`src/rtl/indel_interval_clusterer_top_defines.svh`:
```
// Assertion macros for the indel interval clusterer.
// Used by the top level; they expect a clock named clk and a reset named rst.
`ifndef INDEL_INTERVAL_CLUSTERER_TOP_DEFINES_SVH
`define INDEL_INTERVAL_CLUSTERER_TOP_DEFINES_SVH

// Same-cycle implication, checked outside reset.
`define IIC_ASSERT_NOW(label, ante, cons) \
  label: assert property (@(posedge clk) disable iff (rst) (ante) |-> (cons)) \
    else $error("iic check failed");

// Next-cycle implication, checked outside reset.
`define IIC_ASSERT_NEXT(label, ante, cons) \
  label: assert property (@(posedge clk) disable iff (rst) (ante) |=> (cons)) \
    else $error("iic check failed");

`endif

```
`src/rtl/iic_pkg.sv`:
```
// Shared types and constants of the indel interval clusterer.
// No dependencies; used by every module of the block.
`default_nettype none
package iic_pkg;

  localparam int DEFAULT_TABLE_DEPTH = 1024;

  localparam int POS_W   = 28;
  localparam int BOUND_W = 29;
  localparam int CNT_W   = 20;
  localparam int IDX_W   = 10;
  localparam int DVD_W   = POS_W + CNT_W;
  localparam int DIV_CNT_W = $clog2(DVD_W + 1);

  localparam logic [CNT_W-1:0] COUNT_MAX = {CNT_W{1'b1}};

  // Division by ten of a 10-bit value: (x * 205) >> 11 is exact below 1029.
  localparam int DIV10_MUL   = 205;
  localparam int DIV10_SHIFT = 11;
  localparam int DIV10_PW    = 18;

  localparam logic [1:0] ORIENT_NORMAL = 2'd2;

  localparam logic [1:0] REG_INSERT_SIZE    = 2'd0;
  localparam logic [1:0] REG_SIZE_DEVIATION = 2'd1;
  localparam logic [1:0] REG_READ_LENGTH    = 2'd2;

  localparam logic [1:0] ACT_NONE   = 2'd0;
  localparam logic [1:0] ACT_MERGED = 2'd1;
  localparam logic [1:0] ACT_NEW    = 2'd2;
  localparam logic [1:0] ACT_FULL   = 2'd3;

  localparam logic [9:0] READ_LENGTH_RESET = 10'd100;

  typedef struct packed {
    logic [1:0]       pair_orientation;
    logic [POS_W-1:0] left_pos;
    logic [POS_W-1:0] right_pos;
    logic [POS_W-1:0] mapping_distance;
    logic             last_pair;
  } pair_t;

  typedef struct packed {
    logic [1:0]         action;
    logic [IDX_W-1:0]   entry_index;
    logic               entry_kind;
    logic [BOUND_W-1:0] entry_left;
    logic [BOUND_W-1:0] entry_right;
    logic [CNT_W-1:0]   entry_count;
    logic [POS_W-1:0]   entry_mean_size;
    logic               final_flag;
  } result_t;

  typedef struct packed {
    logic [BOUND_W-1:0] ivl_left;
    logic [BOUND_W-1:0] ivl_right;
    logic               kind;
    logic [CNT_W-1:0]   count;
    logic [POS_W-1:0]   mean;
  } entry_t;

  typedef enum logic [3:0] {
    ST_IDLE,
    ST_CALC,
    ST_SCAN_RD,
    ST_SCAN_CHK,
    ST_NOMATCH,
    ST_POS_RD,
    ST_POS_CHK,
    ST_SHIFT_RD,
    ST_SHIFT_WR,
    ST_WRITE_NEW,
    ST_MUL,
    ST_DIV_GO,
    ST_DIV_WAIT,
    ST_SORT_RD,
    ST_SORT_CHK,
    ST_SORT_PUT
  } state_t;

endpackage
`default_nettype wire

```
`src/rtl/iic_divider.sv`:
```
// Restoring divider, one quotient bit per cycle, for the running mean update.
// Depends on iic_pkg for the operand widths.
`default_nettype none
module iic_divider
  import iic_pkg::*;
(
  input  wire logic             clk,
  input  wire logic             rst,
  input  wire logic             go,
  input  wire logic [DVD_W-1:0] dividend,
  input  wire logic [CNT_W-1:0] divisor,
  output logic                  done,
  output logic [DVD_W-1:0]      quotient
);

  logic [CNT_W:0]       rem;
  logic [CNT_W:0]       rem_sh;
  logic [CNT_W:0]       rem_sub;
  logic                 ge;
  logic [DVD_W-1:0]     quo;
  logic [CNT_W-1:0]     dvs;
  logic [DIV_CNT_W-1:0] cnt;
  logic                 running;

  always_comb begin
    rem_sh  = {rem[CNT_W-1:0], quo[DVD_W-1]};
    ge      = rem_sh >= {1'b0, dvs};
    rem_sub = rem_sh - {1'b0, dvs};
  end

  always_ff @(posedge clk) begin
    if (rst) begin
      running <= 1'b0;
      done    <= 1'b0;
    end else begin
      // Done marks the cycle right after the last quotient bit is shifted in.
      done <= !go && running && (cnt == DIV_CNT_W'(1));
      if (go) begin
        rem     <= '0;
        quo     <= dividend;
        dvs     <= divisor;
        cnt     <= DIV_CNT_W'(DVD_W);
        running <= 1'b1;
      end else if (running) begin
        rem <= ge ? rem_sub : rem_sh;
        quo <= {quo[DVD_W-2:0], ge};
        cnt <= cnt - 1'b1;
        if (cnt == DIV_CNT_W'(1)) begin
          running <= 1'b0;
        end
      end
    end
  end

  assign quotient = quo;

endmodule
`default_nettype wire

```
`config.mk`:
```
export PLATFORM = sky130hd
export DESIGN_NAME = iic_divider
export DESIGN_NICKNAME = d
export VERILOG_FILES = /design/src/rtl/indel_interval_clusterer_top_defines.svh /design/src/rtl/iic_pkg.sv /design/src/rtl/iic_divider.sv
export SDC_FILE = /design/constraint.sdc
export NUM_CORES = 1
export LEC_CHECK = 0
export BUFFER_PORTS_ARGS = -buffer_cell sky130_fd_sc_hd__buf_4
export CORE_UTILIZATION = 45
export CTS_BUF_LIST = sky130_fd_sc_hd__clkbuf_8
export CTS_CLUSTER_DIAMETER = 150
export DETAILED_ROUTE_END_ITERATION = 12
export GPL_TIMING_DRIVEN = 0
export PLACE_DENSITY = 0.83
export REMOVE_ABC_BUFFERS = 1
export SETUP_SLACK_MARGIN = 0.1
export SLEW_MARGIN = 20
export SYNTH_ARGS = -nofsm -noshare
export SYNTH_HDL_FRONTEND = slang
export SYNTH_SLANG_ARGS = --single-unit
export TNS_END_PERCENT = 30
```
`constraint.sdc`:
```
create_clock -name clk -period 3.9 [get_ports clk]
set_input_delay 0.195 -clock clk [delete_from_list [all_inputs] [get_ports clk]]
set_output_delay 0.195 -clock clk [all_outputs]
set_load 0.02 [all_outputs]
```
==> results of run 1 <==
## metrics by stage
step | worst slack (ns) | util (%) | total power [W]
2_1_floorplan | -0.07811 | - | 0.001711
3_3_place_gp | -2.062 | 55.62 | 0.001899
3_5_place_dp | 0.7793 | 56.61 | 0.001934
4_1_cts | 0.6936 | 59.94 | 0.002530
5_1_grt | 0.5308 | 59.94 | 0.002637
6_report | 0.6766 | 59.94 | 0.002517
## state kept, by name, indices dropped and copies added, names as in the netlist
name	flops
quotient	48
cnt	6
rem	20
dvs	20
running	1
done	1
## worst paths after layout
kind,start,endpoint,slack [ns],depth (start not counted)
worst max-delay path,rem[10],rem[9],0.68,8
worst min register to register,running,done,0.58,1
worst max register to register,rem[10],rem[9],0.68,8
worst min-delay path,divisor[18],dvs[18],0.02,1
## layout make-up
cell class	instances	share of cell area, %
sequential	96	44.06
multi-input combinational	257	30.83
timing repair buffer	142	18.18
tap	140	2.696
clock buffer	9	1.906
inverter	28	1.618
clock inverter	7	0.7125
## critical path: stages, from the launching register on
cell,delay [ns]
edfxtp_1,0.42
ha_1,0.44
nand4_1,0.20
nor4_1,0.45
a211o_1,0.20
a21o_1,0.12
a21o_1,0.73
mux2i_1,0.29
nor2_1,0.07
## per-layer routing
metal  wire length, um  up-vias  share of wire, %  track usage [%]
met5                 0        -                 0                0
met4               288        0               2.6            8.219
met3               844       21               7.7            7.022
met2              5451      150                50            33.33
met1              4391     1720                40            22.69
li1                  -     1738                 -                -
## repair_timing
action                                 4_1_cts  5_1_grt
endpoints found under the hold margin       19        0
buffers inserted                             0        0
hold buffers                                19        0
## where the power goes
group	internal, W	total [W]	switching [W]
Sequential	0.00123	0.00127	0.0000398
Combinational	0.000311	0.000659	0.000348
Clock	0.000231	0.000584	0.000353
## layout by cell type, fill, tap and decap left out, types with 2 or more instances in the layout
cell / instances
a211o_1: 3
a211oi_1: 3
a21o_1: 3
a21oi_1: 28
and2_1: 2
and3_1: 3
and4b_1: 2
buf_16: 3
buf_4: 119
clkbuf_8: 9
clkinv_1: 2
clkinv_4: 2
dfxtp_1: 2
dlygate4sd3_1: 19
edfxtp_1: 94
ha_1: 22
inv_1: 28
mux2_2: 48
mux2i_1: 13
nand2_1: 20
nand2b_1: 7
nand3_1: 6
nand3b_1: 2
nand4_1: 4
nor2_1: 27
nor2b_1: 4
nor3_1: 2
o211ai_1: 3
o21a_1: 2
o21ai_0: 13
o21bai_1: 2
o31ai_1: 2
xnor2_1: 11
xor2_1: 7
## logic make-up after synthesis
logic type	count (synthesis)	share of synthesized area (%)
buffers and inverters	41	3.410
xor gates and xnor gates	18	3.136
and+or+nand+nor	85	8.337
AOI/OAI and AO/OA	70	8.960
DFF	96	56.94
muxes	61	13.34
adders and majority gates	23	5.874
==> metrics.md, run 1 <==
| Metric | Value |
|---|---|
| Status | complete, no violations |
| Final Instance Area | 6497 um2 |
| First-pass iteration count of the detailed router | 4 |
| Cell Count, Final, Fillers Out | 679 |
| Post-synth EDFFs | 94 |
| Root buffer cell | clkbuf_8 |
| Die Wd | 107.7 um |
| Fin. max-slew vios | 0 |
| N_diodes | 0 |
| Final setup vio count | 0 |
| FFs w/ async S/R, synth | 0% |
| Vias in the first global route | 3894 |
| # Max-Cap Violations | 0 |
| Core Box Area | 10840 um2 |
| Synth area leader | edfxtp_1 |
| H-tree levels | 3 |
| Power per cell area | 387.4 nW/um2 |
| Main synth FF type | edfxtp_1 |
| Seq cells post-synth | 96 |
| Starting DRT DRC Count | 261 |
| Wire per inst | 16.16 um |
| Global-route wire length before repair | 17640 um |
| Maximum clock insertion buffer count | 2 |
| Post-synth top cells | edfxtp_1, mux2_2, a21oi_1, inv_1, nor2_1 |
| Vias per cell | 5.345 |
| Initial antenna violation count | 0 |
| Gpl congestion | 0.8939 |
| Clock Pin Slew Worst Setup and Hold Paths | 0.09 ns |
| Hold Path Class | in2reg |
| CTS tree | yes |
| Synth cell types | 47 |
| Nature of the critical path startpoint | register |
| Syn Area/Cell | 12.76 um2 |
| Critical path type | reg2reg |
| CP required | 3.98 ns |
| Leakage | 2.661 nW |
| Share of the synthesized area in the top cell type | 56.15% |
| Post-synthesis sequential area ratio | 56.94% |
| Share of cells above drive strength 1 | 35.44% |
| Setup TNS | 0 ns |
| Input/output buffers | 119 |
| Tmin final | 3.223 ns |
| Register area | 2863 um2 |
| Post-Synthesis Cell Area | 5027 um2 |
| Tot GR Track Use | 19.77% |
| # rows | 38 |
| Worst slew margin | 35.68% |
| Vias | 3629 |
| Max Freq | 310.2 MHz |
| Final Hold Slack | 0.01616 ns |
| Post-synthesis instance total | 394 |
| Placed cell areas | 6137 um2 |
| Grt ovf | 0 |
| YS warnings | 0 |
| Largest net degree at the start of global routing | 80 |
| Worst vdd ir | 312.0 uV |
| Drt total wl | 10980 um |
| Post-route DRC | 0 |
| Unrepaired setup endpoints after global routing | no |
| Clock latency on the worst-skew pair | 0.36 ns |
| Post-cts sizing count | 0 |
| CP Capture Type | register |
| Synthesis-to-layout area growth | 29.24% |
| Clock sink count | 96 |
| Ports | 120 |
| Placed wire-length estimate | 7873 um |
| Worst-Margin Slew | 0.9648 ns |
| Crit-path max FO | 19 |
| CTS Buf Count | 9 |
| DIE AREA | 11600 um2 |
| Area of the multi-input gates | 2003 um2 |
| DRT antenna net count | 0 |
| Largest cells by area after synthesis | edfxtp_1, mux2_2, ha_1 |
| Starting Density | 46.38% |
| Die Ht | 107.7 um |
| Fin Clk Skew | 0.009191 ns |
| Nets | 628 |
| Tcrit/Tclk final | 82.65% |
| Most numerous cell in the Yosys netlist | edfxtp_1 |
| Dpl cells | 644 |
| Fillers | 845 |
| Final Hold Viols | 0 |
| CP arrival | 3.30 ns |
Power figures use the tool's default switching activity.
==> run 2: changes to the inputs <==
--- a/config.mk
+++ b/config.mk
@@ -11,7 +11,7 @@
 export CTS_CLUSTER_DIAMETER = 150
 export DETAILED_ROUTE_END_ITERATION = 12
 export GPL_TIMING_DRIVEN = 0
-export PLACE_DENSITY = 0.83
+export PLACE_DENSITY = 0.8
 export REMOVE_ABC_BUFFERS = 1
 export SETUP_SLACK_MARGIN = 0.1
 export SLEW_MARGIN = 20
==> constraint.sdc (replaced) <==
create_clock -name clk -period 3.35 [get_ports clk]
set_input_delay 0.1675 -clock clk [delete_from_list [all_inputs] [get_ports clk]]
set_output_delay 0.1675 -clock clk [all_outputs]
set_load 0.02 [all_outputs]
==> run 2 against run 1 <==
  * Critical path depth did not move
  * Register-to-register slack got worse by 0.24 ns
  * Non-clock buffer count rose by 1
  * Clock power rose by 28%
  * Cell count rose by 0.15%
  * Largest cell class unchanged
  * Core utilization rose by 0.18 points
  * Die area did not move
  * Global-route usage rose by 0.39 points
  * Count of clock-buffer cells in the layout did not move
  * Final area rose by 0.31%
  * Flip-flop and latch count did not move
==> metrics.md, run 2 (synthesized netlist as in run 1, its figures left out) <==
| Metric | Value |
|---|---|
| Placed wire-length estimate | 7976 um |
| Worst-Margin Slew | 0.9016 ns |
| # rows | 38 |
| N_diodes | 0 |
| Clock sink count | 96 |
| Tmin final | 2.908 ns |
| CP arrival | 3.00 ns |
| Die Ht | 107.7 um |
| CP Capture Type | register |
| Final Hold Viols | 0 |
| Largest net degree at the start of global routing | 80 |
| Wire per inst | 16.38 um |
| Global-route wire length before repair | 18080 um |
| Vias per cell | 5.393 |
| Initial antenna violation count | 0 |
| Gate power share | 25.7% |
| Power per cell area | 461.1 nW/um2 |
| Flop pwr share | 49.4% |
| Clock group share of total power | 24.9% |
| Slowest stage delay, CP | 0.48 ns |
| Hold Path Class | in2reg |
| Maximum clock insertion buffer count | 2 |
| Fin Clk Skew | 0.008858 ns |
| Nature of the critical path startpoint | register |
| DRT antenna net count | 0 |
| Gpl congestion | 0.8736 |
| Ports | 120 |
| Root buffer cell | clkbuf_8 |
| Crit path cell chain | ha_1, nand4_1, nor4_1, a211o_1, a21o_1, a21o_2, mux2i_1, nor2_1 |
| Final setup vio count | 0 |
| Commonest cells after routing, fill and taps aside | buf_4, edfxtp_1, mux2_2 |
| Critical path type | reg2reg |
| Slowest cell on crit path | a21o_2 |
| Post CTS Setup Buffer Count | 0 |
| Final Hold Slack | 0.009406 ns |
| First-pass iteration count of the detailed router | 5 |
| Fin. max-slew vios | 0 |
| Drt total wl | 11140 um |
| Post-route DRC | 0 |
| Crit-path max FO | 19 |
| Max Freq | 343.8 MHz |
| CTS tree | yes |
| Core Box Area | 10840 um2 |
| # Max-Cap Violations | 0 |
| Max FFs per register | 48 |
| Share of cells above drive strength 1 | 35.37% |
| DIE AREA | 11600 um2 |
| Starting DRT DRC Count | 231 |
| NetSw | 0.0008670 W |
| Nets | 629 |
| Sw Share | 28.85% |
| Clock Pin Slew Worst Setup and Hold Paths | 0.09 ns |
| Vias in the first global route | 3840 |
| Tcrit/Tclk final | 86.82% |
| Status | complete, no violations |
| Commonest non-fill, non-tap cell in the layout | buf_4 |
| Synthesis-to-layout area growth | 29.64% |
| Die Wd | 107.7 um |
| Final critical-path setup slack | 0.4416 ns |
| P_int | 0.002138 W |
| Worst vdd ir | 318.1 uV |
| Setup Slack @ Placement | 0.2017 ns |
| Unrepaired setup endpoints after global routing | no |
| Input/output buffers | 119 |
| H-tree levels | 3 |
| Starting Density | 46.38% |
| Grt ovf | 0 |
| Vias | 3667 |
| CTS Buf Count | 9 |
| Leakage | 2.672 nW |
| Tot GR Track Use | 20.16% |
| Clock latency on the worst-skew pair | 0.37 ns |
| Worst slew margin | 39.89% |
| CP required | 3.44 ns |
-- run 2: per-stage QoR --
stage	setup TNS, ns	cells	total power [W]	utilization (%)	cell area, um2
2_1_floorplan	-46.48	381	0.001991	-	4961
3_3_place_gp	-191.03	640	0.002212	55.62	6030
3_5_place_dp	0	644	0.002253	56.54	6130
4_1_cts	0	680	0.003015	60.11	6516
5_1_grt	0	680	0.003136	60.12	6518
6_report	0	680	0.003005	60.12	6518
-- run 2: worst max-delay path: cells and delay by family (launching register included) --
kind,cells,cell delay [ns]
flip-flops,1,0.44
adder cells (fa/ha/maj),1,0.44
AND/OR/NAND/NOR,3,0.66
AO/OA/AOI/OAI,3,0.79
multiplexers,1,0.30
-- run 2: power groups by stage --
stage          clock network [W]  logic, W  registers (W)
2_1_floorplan                  0  0.000441        0.00155
3_3_place_gp                   0  0.000697        0.00151
3_5_place_dp                   0  0.000743        0.00151
4_1_cts                 0.000761  0.000769        0.00148
5_1_grt                 0.000797  0.000845        0.00149
6_report                0.000749  0.000773        0.00148
-- run 2: path summary, 6_finish.rpt --
check	slack, ns	cells past startpoint	startpoint	to
worst max-delay path	0.44	8	rem[8]	rem[10]
worst min-delay path	0.009	2	rst	running
worst max register to register	0.44	8	rem[8]	rem[10]
worst min register to register	0.54	1	running	done
-- run 2: timing repair --
item | CTS | global route
endpoints found under the setup margin | 0 | 14
gates resized for setup | 0 | 1
hold buffers | 20 | 0
hold endpoints to repair | 20 | 0
-- run 2: layout make-up --
type	count	area (um2)
Clock inverter	7	62.56
Inverter	28	105.1
Timing Repair Buffer	143	1184
Fill cell	873	4323
Multi-Input combinational cell	257	2004
Tap cell	140	175.2
Sequential cell	96	2863
Clock buffer	9	123.9
-- run 2: metal layers --
metal	vias to the layer above	global-route usage (%)	share of wire, %	wire length, um
met5	-	0	0	0
met1	1748	23.90	40	4511
li1	1744	-	-	-
met2	157	33.97	50	5532
met3	18	6.840	8.2	918
met4	0	7.045	1.6	178
==> run 3: changes to the inputs <==
--- a/config.mk
+++ b/config.mk
@@ -11,7 +11,7 @@
 export CTS_CLUSTER_DIAMETER = 150
 export DETAILED_ROUTE_END_ITERATION = 12
 export GPL_TIMING_DRIVEN = 0
-export PLACE_DENSITY = 0.8
+export PLACE_DENSITY = 0.69
 export REMOVE_ABC_BUFFERS = 1
 export SETUP_SLACK_MARGIN = 0.1
 export SLEW_MARGIN = 20
==> run 3 against run 2 <==
  * Final area fell by 0.92%
  * Core utilization shrank 0.55 points
  * Sequential share of layout area rose by 0.41 points
  * Largest power group unchanged
==> metrics.md, run 3 (synthesized netlist as in run 1, its figures left out) <==
| Metric | Value |
|---|---|
| Final critical-path setup slack | 0.3797 ns |
| Final setup vio count | 0 |
| Final Hold Slack | 0.09074 ns |
| Max FFs per register | 48 |
| Vias in the first global route | 3659 |
| Post CTS Setup Buffer Count | 0 |
| Crit path cell chain | ha_1, nand4_1, nor4_1, a211o_1, a21o_1, a21o_2, mux2i_1, nor2_1 |
| Wire per inst | 15.90 um |
| Cell Count, Final, Fillers Out | 678 |
| Reg-to-reg endpoint | rem[9] |
| Synthesis-to-layout area growth | 28.45% |
| CP arrival | 3.07 ns |
| Grt ovf | 0 |
| Nature of the critical path startpoint | register |
| Input/output buffers | 119 |
| Nets | 629 |
| Tot GR Track Use | 19.71% |
| Critical path type | reg2reg |
| Vias per cell | 5.232 |
| Clock Pin Slew Worst Setup and Hold Paths | 0.09 ns |
| Slowest stage delay, CP | 0.50 ns |
| Dpl cells | 643 |
| Worst R2R Path Depth | 8 |
| H-tree levels | 3 |
| Reg2Reg Launch Point | rem[8] |
| Crit-path max FO | 19 |
| Placed cell areas | 6095 um2 |
| Cell count of the worst hold path | 2 |
| CTS tree | yes |
| Largest net degree at the start of global routing | 80 |
| Worst slew margin | 39.03% |
| Max Freq | 336.7 MHz |
| Fin. max-slew vios | 0 |
| Starting Density | 46.38% |
| Worst Setup SP | rem[8] |
| CP required | 3.45 ns |
| Register area | 2863 um2 |
| Critical Path End | rem[9] |
| Gpl congestion | 0.8665 |
| DIE AREA | 11600 um2 |
| Area of the multi-input gates | 2004 um2 |
| CTS Buf Count | 9 |
| Die Ht | 107.7 um |
| Fin Clk Skew | 0.01158 ns |
| Worst-Margin Slew | 0.9145 ns |
| Status | complete, no violations |
| Starting DRT DRC Count | 130 |
| Leakage | 2.642 nW |
| Hold Path Class | in2reg |
| Clock sink count | 96 |
| Setup Slack @ Placement | 0.1337 ns |
| Tmin final | 2.970 ns |
| Die Wd | 107.7 um |
| Maximum clock insertion buffer count | 2 |
| Clock latency on the worst-skew pair | 0.37 ns |
| Initial antenna violation count | 0 |
| Reg2reg setup slack | 0.38 ns |
| DRT antenna net count | 0 |
| # rows | 38 |
| Ports | 120 |
| Commonest non-fill, non-tap cell in the layout | buf_4 |
| Global-route wire length before repair | 17260 um |
| Drt total wl | 10780 um |
| Post-route DRC | 0 |
| Worst vdd ir | 289.6 uV |
| # Max-Cap Violations | 0 |
| Core Box Area | 10840 um2 |
| Vias | 3547 |
| Unrepaired setup endpoints after global routing | no |
| Fillers | 901 |
| Commonest cells after routing, fill and taps aside | buf_4, edfxtp_1, mux2_2 |
| CP Capture Type | register |
| N_diodes | 0 |
| Final Instance Area | 6457 um2 |
| Tcrit/Tclk final | 88.67% |
| Placed wire-length estimate | 7626 um |
| Final Hold Viols | 0 |
| Power per cell area | 447.2 nW/um2 |
| Slowest cell on crit path | nor4_1 |
| First-pass iteration count of the detailed router | 4 |
| Share of cells above drive strength 1 | 34.94% |
| Root buffer cell | clkbuf_8 |
==> run 3: stage by stage <==
stage / setup TNS [ns] / power, W / util [%]
after floorplan: -46.48 / 0.001991 / -
after CTS: 0 / 0.002919 / 59.56
final: 0 / 0.002888 / 59.57
after global placement: -207.40 / 0.002221 / 55.62
after global routing: 0 / 0.003042 / 59.57
after detailed placement: 0 / 0.002241 / 56.22
==> run 3: what timing repair did <==
action,CTS,global route
endpoints found under the setup margin,0,18
hold endpoints to repair,21,0
hold buffers,21,0
gates resized for setup,0,1
==> run 3: area by class of cell <==
| class | count | share of cell area, % |
|---|---|---|
| repair buffers | 143 | 17.94 |
| multi-input cells | 257 | 31.04 |
| clock buffers | 9 | 1.918 |
| inverters | 28 | 1.628 |
| clock inverters | 5 | 0.4263 |
| flip-flops and latches | 96 | 44.33 |
| well taps | 140 | 2.713 |
==> run 3: power by group <==
group | internal (W) | switching, W | total, W
Clock | 0.000256 | 0.000397 | 0.000653
Combinational | 0.000355 | 0.000397 | 0.000752
Sequential | 0.00144 | 0.0000451 | 0.00148
==> run 3: worst min-delay path by stage <==
stage	startpoint	end	slack, ns
after global routing	dividend[47]	quotient[47]	0.07
after global placement	divisor[4]	dvs[4]	0.35
after floorplan	rst	running	0.25
after CTS	dividend[47]	quotient[47]	0.07
final	dividend[47]	quotient[47]	0.09
after detailed placement	divisor[18]	dvs[18]	0.35
==> run 3: routing by layer <==
| layer | wire length, um | GRT usage (%) |
|---|---|---|
| met1 | 4648 | 23.43 |
| met2 | 5029 | 31.18 |
| met3 | 949 | 8.656 |
| met4 | 151 | 7.828 |
| met5 | 0 | 0 |
==> run 3: worst max-delay path, delay by kind of cell, from the launching register on <==
| kind | cells | cell delay (ns) |
|---|---|---|
| compound gates | 3 | 0.80 |
| simple gates | 3 | 0.74 |
| flops | 1 | 0.44 |
| mux | 1 | 0.29 |
| fa+ha+maj | 1 | 0.42 |
